### config.mk
export PLATFORM = sky130hd
export DESIGN_NAME = isr_cell
export DESIGN_NICKNAME = d
export VERILOG_FILES = /design/src/hw/rtl/isr_pkg.sv /design/src/hw/rtl/isr_cell.sv
export SDC_FILE = /design/constraint.sdc
export NUM_CORES = 1
export LEC_CHECK = 0
export BUFFER_PORTS_ARGS = -buffer_cell sky130_fd_sc_hd__buf_4
export CORE_ASPECT_RATIO = 0.7
export CORE_UTILIZATION = 38
export DETAILED_ROUTE_END_ITERATION = 10
export GPL_ROUTABILITY_DRIVEN = 0
export PLACE_DENSITY = 0.8
export REMOVE_ABC_BUFFERS = 1
export SETUP_SLACK_MARGIN = 0.4
export SLEW_MARGIN = 20
export SYNTH_ARGS = -nofsm -noshare
export SYNTH_HDL_FRONTEND = slang
export SYNTH_SLANG_ARGS = --single-unit
### constraint.sdc
create_clock -name aclk -period 6.4 [get_ports aclk]
set_clock_uncertainty 0.1 [all_clocks]
set_input_delay 1.28 -clock aclk [delete_from_list [all_inputs] [get_ports aclk]]
set_output_delay 1.28 -clock aclk [all_outputs]
set_load 0.03 [all_outputs]
### src/hw/rtl/isr_pkg.sv
package isr_pkg;

    localparam int DATA_W        = 32;
    localparam int CMP_W         = 12;
    localparam int MOV_W         = 6;
    localparam int DEPTH_DEFAULT = 64;

    typedef struct packed {
        logic signed [DATA_W-1:0] value;
        logic                     last;
    } in_t;

    typedef struct packed {
        logic signed [DATA_W-1:0] sorted_value;
        logic                     final_res;
        logic [CMP_W-1:0]         comparisons;
        logic [MOV_W-1:0]         moves;
        logic                     overflow;
    } out_t;

    // Per-cycle command broadcast to every cell of the chain.
    typedef struct packed {
        logic insert;
        logic drain;
    } cell_ctrl_t;

    typedef enum logic [1:0] {
        ST_IDLE  = 2'b01,
        ST_DRAIN = 2'b10
    } state_t;

endpackage

### src/hw/rtl/isr_cell.sv
module isr_cell #(
    parameter int IDX   = 0,
    parameter int CNT_W = 7
) (
    input  logic                              aclk,
    input  isr_pkg::cell_ctrl_t               ctrl,
    input  logic [CNT_W-1:0]                  count,
    input  logic signed [isr_pkg::DATA_W-1:0] v,
    input  logic                              lower_gt,
    input  logic signed [isr_pkg::DATA_W-1:0] lower_val,
    input  logic signed [isr_pkg::DATA_W-1:0] upper_val,
    output logic                              gt,
    output logic signed [isr_pkg::DATA_W-1:0] val
);

    logic signed [isr_pkg::DATA_W-1:0] val_reg;
    logic                              occ;
    logic                              first_empty;

    assign occ         = CNT_W'(IDX) < count;
    assign first_empty = count == CNT_W'(IDX);
    assign gt          = occ && (val_reg > v);
    assign val         = val_reg;

    // A cell holding a greater value takes its lower neighbor's value, or the new
    // value when it sits at the insertion point. Draining moves values down.
    always_ff @(posedge aclk) begin
        if (ctrl.insert && (gt || first_empty)) begin
            val_reg <= lower_gt ? lower_val : v;
        end else if (ctrl.drain) begin
            val_reg <= upper_val;
        end
    end

endmodule

==> summary.md, run 1 <==
| Metric | Value |
|---|---|
| Total gr overflow | `0` |
| Initial Utilization | `0.3950` |
| Final Non-Filler Cells | `496` |
| Crit Path Class | `in -> out` |
| CP Data Arrival Time | `3.53 ns` |
| Tmin final | `about 4.9 ns` |
| Complex-gate fraction of the synthesized area | `0.1289` |
| First-pass GRT wire length | `10,530 um` |
| Top cells by area, synth | `edfxtp_1, mux2_4, ha_1` |
| Hold Buf Count CTS | `0` |
| Die Y | `72.12 um` |
| CP startpoint kind | `input pin` |
| DRT Pass-1 Iters | `4` |
| VDD IR max | `96.16 uV` |
| Number of inserted diodes | `0` |
| Adder-Cell Fraction of Synth Area | `0.1500` |
| Worst path required time | `~5 ns` |
| Mapped Area | `~2700 um2` |
| # DRC | `0` |
| Critical path capture point type | `output port` |
| Clock transition at path regs | `about 0.07 ns` |
| Power Dens Cells | `247.2 nW/um2` |
| Biggest area consumer among synthesized cells | `edfxtp_1` |
| R2r startpoint | `val[31]` |
| Final hold violations | `0` |
| # placed instances | `approximately 490` |
| Most frequent cell after synthesis | `nand2_1` |
| Resize count post-CTS | `0` |
| Final setup fails | `0` |
| Relative slew slack | `0.5079` |
| Synth cell count leaders | `nand2_1, o21ai_0, inv_1` |
| CP max FO | `6` |
| #FFs+latches synth | `32` |
| Yosys cell types | `27` |
| RSZ-0062 raised after global routing | `false` |
| Mux contribution to synthesized area | `0.1800` |
| Die Wd | `slightly above 100 um` |
| Synth async-reset ratio | `0` |
| WL final | `6755 um` |
| Fin area | `just under 4000 um2` |
| Slew @ Worst Pin | `0.7382 ns` |
| Crit path from | `v[31]` |
| Max cap viols | `0` |
| Core Area | `6756 um2` |
| Setup Buffers After CTS | `0` |
| Run status | `complete, no violations` |
| Port-buffer cells | `around 140` |
| Number of synthesized flops with an enable pin | `32` |
| CTS tree | `yes` |
| Die area | `7368 um2` |
| Io pins | `140` |
| Syn_area_per_cell | `10.11 um2` |
| Period utilization | `0.7665` |
| Area delta synth->final | `44.68%` |
| Fmax | `roughly 200 MHz` |
| Synth Area in Simple Gates | `0.1092` |
| Warnings, synthesis | `0` |
| # rows | `25` |
| Placed Area | `approximately 3800 um2` |
| Worst hold-check path type | `in -> reg` |
| CTS H-tree depth | `2` |
| Fin. max-slew vios | `0` |
| Cell count after synthesis | `264` |
| Antenna violations before repair | `0` |
| Main combinational cell family by area after synthesis | `multiplexers` |
| Hpwl dp | `5497 um` |
| Yosys top cell area share | `0.3601` |
| Gr usage total | `0.1849` |
| Routed vias/inst | `4.847` |
| Clock Tree Buf Depth | `2` |
| Post-synthesis sequential area ratio | `0.3601` |
| FILL cells | `about 620` |
| Clk_lat worst skew | `0.27 ns` |
| WL/cell | `around 14 um` |
| Vias post-DR | `2,404` |
| Fraction of synthesized cell area in xor and xnor cells | `0` |
| Max FFs per register | `32` |
| Leak Pwr | `1.916 nW` |
| Share of layout cells above drive strength 1 | `0.4527` |
| Routed Antenna Nets | `0` |
| Nets | `between 500 and 600` |
| Largest net degree at the start of global routing | `64` |
| First DRT Iteration DRCs | `52` |
| Vias in the first global route | `2,303` |
| Post-synth top flop | `edfxtp_1` |
| Worst Hold Launch | `upper_val[13]` |
| Final setup TNS | `0 ns` |
| Clk root buf | `clkbuf_8` |
| Clock sink count | `32` |
| CTS Buf Count | `5` |
==> kinds of logic (layout without fill, tap and decap cells) <==
family / after synthesis / in the layout
adders and majority gates: 32 / 32
DFF: 32 / 32
AOI/OAI and AO/OA: 59 / 59
and+or+nand+nor: 63 / 63
buffers and inverters: 45 / 183
muxes: 33 / 33
==> cells in the final DEF, fill, tap and decap left out, types with 2 or more instances in the layout <==
cell,instances
a21oi_1,16
buf_4,141
clkbuf_8,5
clkinv_1,2
edfxtp_1,32
ha_1,32
inv_1,35
mux2_2,4
mux2_4,29
nand2_1,40
nand3_1,3
nand4_1,8
nor3_1,4
o211ai_1,2
o21ai_0,36
==> per-layer routing <==
metal	GRT usage	up-vias	part of all wire	wire [um]
met2	0.3125	81	0.47	3150
met4	0.04286	0	0.0056	38
li1	-	1224	-	-
met1	0.2348	1095	0.45	3060
met5	0	-	0	0
met3	0.05299	4	0.075	506
==> worst paths after layout <==
kind         endpoint  slack [ns]  depth (start not counted)
min           val[13]        1.20                          2
max                gt        1.49                         10
max reg2reg   val[29]        2.84                          8
min reg2reg   val[24]        1.35                          4
==> cell type report <==
type                    count  area, um2  share of cell area
multi-input cells         187       1516              0.3927
repair buffers            141       1059              0.2741
flip-flops and latches     32      960.9              0.2489
inverters                  35      131.4             0.03402
well taps                  94      117.6             0.03046
clock buffers               5      68.82             0.01782
clock inverters             2      7.507            0.001944
==> stage by stage <==
step	setup WS, ns	hold slack [ns]	util	total power, W
floorplan	1.268	1.398	-	0.0006397
global placement	1.703	1.319	0.5602	0.0008059
detailed placement	1.495	1.338	0.5602	0.0008209
CTS	1.488	1.192	0.5715	0.0009660
global route	1.370	1.194	0.5715	0.001014
finish	1.494	1.201	0.5715	0.0009546
==> critical path: stages <==
cell and delay [ns]:
buf_4 0.08, inv_1 0.04, ha_1 0.41, nand4_1 0.19
or4_4 0.59, nor3_1 0.23, nor3_1 0.11, nand2_1 0.09
nor4b_1 0.27, buf_4 0.23
==> where the power goes <==
group          total (W)  switching, W  internal [W]
registers       0.000322     0.0000266      0.000295
logic           0.000489      0.000260      0.000229
clock network   0.000144     0.0000719     0.0000717
Power figures use the tool's default switching activity.
==> inputs of run 2 (changes only) <==
==> constraint.sdc (replaced) <==
create_clock -name aclk -period 4.66 [get_ports aclk]
set_clock_uncertainty 0.1 [all_clocks]
set_input_delay 0.932 -clock aclk [delete_from_list [all_inputs] [get_ports aclk]]
set_output_delay 0.932 -clock aclk [all_outputs]
set_load 0.03 [all_outputs]
==> run 2 against run 1 <==
Compared with the run above: setup slack lost 1.0 ns; die area is the same; sequential power grew 37%; flip-flop and latch count is the same; critical endpoint unchanged; largest cell class unchanged; largest power group unchanged.
==> summary.md, run 2 (synthesis results as in run 1) <==
| Metric | Value |
|---|---|
| Final setup TNS | `0 ns (unchanged)` |
| Hold path endpoint | `val[27] (was val[13])` |
| Slew @ Worst Pin | `0.7071 ns (was 0.7382 ns)` |
| Io pins | `140 (unchanged)` |
| VDD IR max | `145.8 uV (was 96.16 uV)` |
| Slack of the worst reg-to-reg path | `1.06 ns (was 2.84 ns)` |
| Vias post-DR | `2,408 (was 2,404)` |
| RSZ-0062 raised after global routing | `false (unchanged)` |
| Clk root buf | `clkbuf_8 (unchanged)` |
| Crit Path Class | `in -> out (unchanged)` |
| Core Area | `6756 um2 (unchanged)` |
| Die area | `7368 um2 (unchanged)` |
| Max FFs per register | `32 (unchanged)` |
| Dpl ws | `0.4015 ns (was 1.495 ns)` |
| Worst Hold Launch | `upper_val[27] (was upper_val[13])` |
| Routed vias/inst | `4.826 (was 4.847)` |
| WL/cell | `13.44 um (was 13.62 um)` |
| Setup Buffers After CTS | `0 (unchanged)` |
| CTS Buf Count | `5 (unchanged)` |
| # rows | `25 (unchanged)` |
| Gr usage total | `0.1834 (was 0.1849)` |
| Fmax | `240.1 MHz` |
| Most frequent cells in the layout | `buf_4, nand2_1, o21ai_0 (unchanged)` |
| Largest net degree at the start of global routing | `64 (unchanged)` |
| Cells on Worst Hold Path | `2 (unchanged)` |
| Final hold violations | `0 (unchanged)` |
| Number of inserted diodes | `0 (unchanged)` |
| First-pass GRT wire length | `10,330 um (was 10,530 um)` |
| Clock Tree Buf Depth | `2 (unchanged)` |
| Hold Buf Count CTS | `0 (unchanged)` |
| Routed Antenna Nets | `0 (unchanged)` |
| # DRC | `0 (unchanged)` |
| Most common cell after layout, fill and taps aside | `buf_4 (unchanged)` |
| Resize count post-CTS | `1 (was 0)` |
| Nets | `543 (was 541)` |
| CP startpoint kind | `input pin (unchanged)` |
| DRT Pass-1 Iters | `4 (unchanged)` |
| Total gr overflow | `0 (unchanged)` |
| Power Dens Cells | `340.8 nW/um2 (was 247.2 nW/um2)` |
| Share of layout cells above drive strength 1 | `0.4617 (was 0.4527)` |
| Clock transition at path regs | `0.07 ns (about the same)` |
| Area delta synth->final | `45.99% (was 44.68%)` |
| Vias in the first global route | `2,297 (was 2,303)` |
| Hpwl dp | `5502 um (was 5497 um)` |
| Clk_lat worst skew | `0.28 ns (was 0.27 ns)` |
| Slowest stage delay, CP | `0.59 ns (about the same)` |
| Worst path required time | `3.63 ns (was 5.02 ns)` |
| Fin. max-slew vios | `0 (unchanged)` |
| FILL cells | `591 (was 623)` |
| Clock sink count | `32 (unchanged)` |
| Worst path cell trace | `buf_4 -> inv_1 -> ha_1 -> nand4_1 -> or4_4 -> nor3_1 -> nor3_1 -> nand2_1 -> nor4b_2 -> buf_4 (was buf_4 -> inv_1 -> ha_1 -> nand4_1 -> or4_4 -> nor3_1 -> nor3_1 -> nand2_1 -> nor4b_1 -> buf_4)` |
| First DRT Iteration DRCs | `98 (was 52)` |
| Tmin final | `4.164 ns` |
| R2R depth | `9 (was 8)` |
| CTS H-tree depth | `2 (unchanged)` |
| Final WS setup | `0.4959 ns (was 1.494 ns)` |
| Total power | `0.001328 W (was 0.0009546 W)` |
| Seq. cell area | `960.9 um2 (unchanged)` |
| Initial Utilization | `0.3950 (unchanged)` |
| Multi-input logic area | `1523 um2 (was 1516 um2)` |
| CP max FO | `6 (unchanged)` |
| Leak Pwr | `1.937 nW (was 1.916 nW)` |
| Slowest CP cell | `or4_4 (unchanged)` |
| Run status | `complete, no violations (unchanged)` |
| R2r endpoint | `val[12] (was val[29])` |
| Relative slew slack | `0.5275 (was 0.5079)` |
| Worst hold-check path type | `in -> reg (unchanged)` |
| Period utilization | `0.8936` |
| Max cap viols | `0 (unchanged)` |
| CTS tree | `yes (unchanged)` |
| WL final | `6707 um (was 6755 um)` |
| CP Data Arrival Time | `3.13 ns (was 3.53 ns)` |
| Port-buffer cells | `139 (unchanged)` |
| Antenna violations before repair | `0 (unchanged)` |
| Final setup fails | `0 (unchanged)` |
| Die Y | `72.12 um (unchanged)` |
| Die Wd | `102.2 um (unchanged)` |
| R2r startpoint | `val[31] (unchanged)` |
| Critical path capture point type | `output port (unchanged)` |
==> run 2: cell count changes in the layout (fill, tap and decap cells not counted), sizes merged <==
cell    delta
buf        +2
clkinv     +1
==> run 2: stage by stage <==
step / hold slack [ns] / instances / utilization / cell area (um2)
final: 0.8510 / 499 / 0.5767 / 3896
after CTS: 0.8392 / 498 / 0.5744 / 3881
after global routing: 0.8355 / 499 / 0.5767 / 3896
after floorplan: 1.050 / 254 / - / 2609
after global placement: 1.133 / 490 / 0.5613 / 3792
after detailed placement: 1.137 / 490 / 0.5613 / 3792
==> run 2: worst max-delay path: cells and delay by family <==
kind	cells	cell delay [ns]
adders and majority gates	1	0.40
buffers and inverters	3	0.34
and+or+nand+nor	6	1.46
==> run 2: how the worst max path moves through the flow <==
stage / from / end / slack (ns) / cells after the start
4_1_cts: v[31] / gt / 0.51 / 10
3_5_place_dp: v[31] / gt / 0.40 / 10
3_3_place_gp: v[31] / val[14] / 0.46 / 10
6_report: v[31] / gt / 0.50 / 10
2_1_floorplan: v[23] / val[0] / 0.15 / 8
5_1_grt: v[31] / gt / 0.44 / 10
==> run 2: per-layer routing <==
layer	vias up	GRT usage	wire length, um
met5	-	0	0
met4	0	0.04444	45
met3	4	0.05973	610
met2	95	0.3177	3168
met1	1080	0.2211	2882
li1	1229	-	-
==> run 2: power breakdown <==
group          total (W)  internal, W  switching [W]
registers       0.000442     0.000405      0.0000369
logic           0.000682     0.000324       0.000359
clock network   0.000203     0.000101       0.000102
total            0.00133     0.000830       0.000497
==> run 2: layout make-up <==
type / instances / area share
Inverter: 35 / 0.03372
Clock inverter: 3 / 0.003532
Clock buffer: 5 / 0.01766
Sequential cell: 32 / 0.2466
Tap cell: 94 / 0.03019
Timing Repair Buffer: 143 / 0.2775
Multi-Input combinational cell: 187 / 0.3908
==> inputs of run 3 (changes only) <==
--- a/config.mk
+++ b/config.mk
@@ -7,11 +7,12 @@
 export LEC_CHECK = 0
 export BUFFER_PORTS_ARGS = -buffer_cell sky130_fd_sc_hd__buf_4
 export CORE_ASPECT_RATIO = 0.7
+export CORE_MARGIN = 2
 export CORE_UTILIZATION = 38
 export DETAILED_ROUTE_END_ITERATION = 10
 export GPL_ROUTABILITY_DRIVEN = 0
 export PLACE_DENSITY = 0.8
-export REMOVE_ABC_BUFFERS = 1
+export RECOVER_POWER = 50
 export SETUP_SLACK_MARGIN = 0.4
 export SLEW_MARGIN = 20
 export SYNTH_ARGS = -nofsm -noshare
==> run 3 against run 2 <==
Compared with the run above: count of clock-buffer cells in the layout stayed put; cell area is 3.6% lower; die area is 4.8% higher; global-route usage down 0.29 points; total power decreased by 0.21%; core utilization fell by 2.3 points; flip-flop and latch count unchanged; register-to-register slack lost 0.09 ns; critical path depth unchanged; largest cell class unchanged; highest routed layer unchanged.
==> summary.md, run 3 (synthesis results as in run 1) <==
| Metric | Value |
|---|---|
| Fin. max-slew vios | `0 (unchanged)` |
| Multi-input logic area | `1485 um2 (was 1523 um2)` |
| Relative slew slack | `0.3469 (was 0.5275)` |
| Period utilization | `0.8761 (was 0.8936)` |
| # DRC | `0 (unchanged)` |
| DRT Pass-1 Iters | `4 (unchanged)` |
| Fmax | `245.0 MHz (was 240.1 MHz)` |
| Cells on Worst Hold Path | `2 (unchanged)` |
| WL/cell | `14.18 um (was 13.44 um)` |
| VDD IR max | `157.8 uV (was 145.8 uV)` |
| Setup Buffers After CTS | `0 (unchanged)` |
| Area delta synth->final | `40.74% (was 45.99%)` |
| RSZ-0062 raised after global routing | `false (unchanged)` |
| Final setup TNS | `0 ns (unchanged)` |
| Slowest CP cell | `or4_1 (was or4_4)` |
| Final setup fails | `0 (unchanged)` |
| Vias in the first global route | `2,390 (was 2,297)` |
| Hpwl dp | `5752 um (was 5502 um)` |
| Largest net degree at the start of global routing | `64 (unchanged)` |
| Seq. cell area | `960.9 um2 (unchanged)` |
| First DRT Iteration DRCs | `73 (was 98)` |
| Clk_lat worst skew | `0.28 ns (about the same)` |
| CP max FO | `15 (was 6)` |
| Slowest stage delay, CP | `0.62 ns (was 0.59 ns)` |
| Io pins | `140 (unchanged)` |
| Hold path endpoint | `val[28] (was val[27])` |
| Nets | `542 (was 543)` |
| CP Data Arrival Time | `3.89 ns (was 3.13 ns)` |
| Hold Buf Count CTS | `0 (unchanged)` |
| Antenna violations before repair | `0 (unchanged)` |
| FILL cells | `649 (was 591)` |
| Routed vias/inst | `4.873 (was 4.826)` |
| CTS H-tree depth | `2 (unchanged)` |
| Clock sink count | `32 (unchanged)` |
| First-pass GRT wire length | `10,980 um (was 10,330 um)` |
| Worst hold-check path type | `in -> reg (unchanged)` |
| R2R depth | `8 (was 9)` |
| WL final | `7061 um (was 6707 um)` |
| Syn nets | `between 400 and 500` |
| End-of-flow core utilization | `0.5534 (was 0.5767)` |
| Max FFs per register | `32 (unchanged)` |
| Crit Path Class | `in -> reg (was in -> out)` |
| Final WS setup | `0.5775 ns (was 0.4959 ns)` |
| Routed Antenna Nets | `0 (unchanged)` |
| R2r endpoint | `val[8] (was val[12])` |
| Worst Hold Launch | `upper_val[28] (was upper_val[27])` |
| R2r startpoint | `val[31] (unchanged)` |
| Dpl ws | `0.6108 ns (was 0.4015 ns)` |
| Leak Pwr | `1.794 nW (was 1.937 nW)` |
| Buf/Inv on CP | `3 (unchanged)` |
| Final hold violations | `0 (unchanged)` |
| Die area | `7720 um2 (was 7368 um2)` |
| CTS Buf Count | `5 (unchanged)` |
| Most common cell after layout, fill and taps aside | `buf_4 (unchanged)` |
| Clock transition at path regs | `0.07 ns (about the same)` |
| Gr usage total | `0.1804 (was 0.1834)` |
| CP startpoint kind | `input pin (unchanged)` |
| Die Wd | `104.2 um (was 102.2 um)` |
| # rows | `25 (unchanged)` |
| Slew @ Worst Pin | `0.9781 ns (was 0.7071 ns)` |
| Worst path cell trace | `clkbuf_4 -> inv_1 -> ha_1 -> nand4_1 -> or4_1 -> o311a_1 -> a22oi_1 -> o311ai_2 -> or2_0 -> clkbuf_1 (was buf_4 -> inv_1 -> ha_1 -> nand4_1 -> or4_4 -> nor3_1 -> nor3_1 -> nand2_1 -> nor4b_2 -> buf_4)` |
| Power Dens Cells | `352.7 nW/um2 (was 340.8 nW/um2)` |
| Die Y | `74.12 um (was 72.12 um)` |
| Critical path capture point type | `register (was output port)` |
| Total gr overflow | `0 (unchanged)` |
| CTS tree | `yes (unchanged)` |
| Tmin final | `4.082 ns (was 4.164 ns)` |
| Resize count post-CTS | `0 (was 1)` |
| Number of inserted diodes | `0 (unchanged)` |
| Clk root buf | `clkbuf_8 (unchanged)` |
| Clock Tree Buf Depth | `2 (unchanged)` |
| Port-buffer cells | `139 (unchanged)` |
| Slack of the worst reg-to-reg path | `0.97 ns (was 1.06 ns)` |
| Max cap viols | `0 (unchanged)` |
| Most frequent cells in the layout | `buf_4, nand2_1, o21ai_0 (unchanged)` |
| Run status | `complete, no violations (unchanged)` |
| Core Area | `6788 um2 (was 6756 um2)` |
| Initial Utilization | `0.3932 (was 0.3950)` |
| Vias post-DR | `2,427 (was 2,408)` |
| Share of layout cells above drive strength 1 | `0.3688 (was 0.4617)` |
| CP delay by family, top | `simple AND/OR/NAND/NOR gates (unchanged)` |
| Worst path required time | `4.47 ns (was 3.63 ns)` |
run 3: cell count changes in the layout (fill, tap and decap cells not counted), sizes merged:
cell    previous run  this run
buf              143       108
bufinv             0         1
clkbuf             5        39
clkinv             3         2
run 3: how the worst max path moves through the flow:
stage               start      to  depth (start not counted)
floorplan           v[31]  val[0]                          9
global placement    v[31]      gt                         10
detailed placement  v[31]      gt                         10
CTS                 v[31]      gt                         10
global route        v[31]  val[1]                         10
finish              v[31]  val[8]                         10
run 3: metrics by stage:
step / cells / total power [W] / cell area (um2) / hold WS (ns)
floorplan: 264 / 0.0008923 / 2675 / 1.050
global placement: 490 / 0.001120 / 3811 / 1.113
detailed placement: 490 / 0.001139 / 3811 / 1.116
CTS: 498 / 0.001400 / 3918 / 0.8413
global route: 498 / 0.001407 / 3756 / 0.8380
finish: 498 / 0.001325 / 3756 / 0.8448
run 3: per-layer routing:
layer / vias to the layer above / share of wire / wire [um] / GRT usage
li1: 1224 / - / - / -
met1: 1099 / 0.45 / 3202 / 0.2320
met2: 98 / 0.47 / 3327 / 0.3151
met3: 6 / 0.067 / 472 / 0.04470
met4: 0 / 0.0084 / 59 / 0.03904
met5: - / 0 / 0 / 0
run 3: cell type report:
type / instances / area share
well taps: 94 / 0.03131
multi-input cells: 187 / 0.3954
repair buffers: 142 / 0.2542
clock inverters: 3 / 0.009993
inverters: 35 / 0.03498
clock buffers: 5 / 0.01832
flip-flops and latches: 32 / 0.2558
run 3: power by group:
part	switching [W]	internal [W]	total, W	leakage, nW
combinational	0.000355	0.000265	0.000620	1.42
clock	0.000105	0.000156	0.000260	0.0532
sequential	0.0000386	0.000406	0.000445	0.321
total	0.000498	0.000826	0.00132	1.79
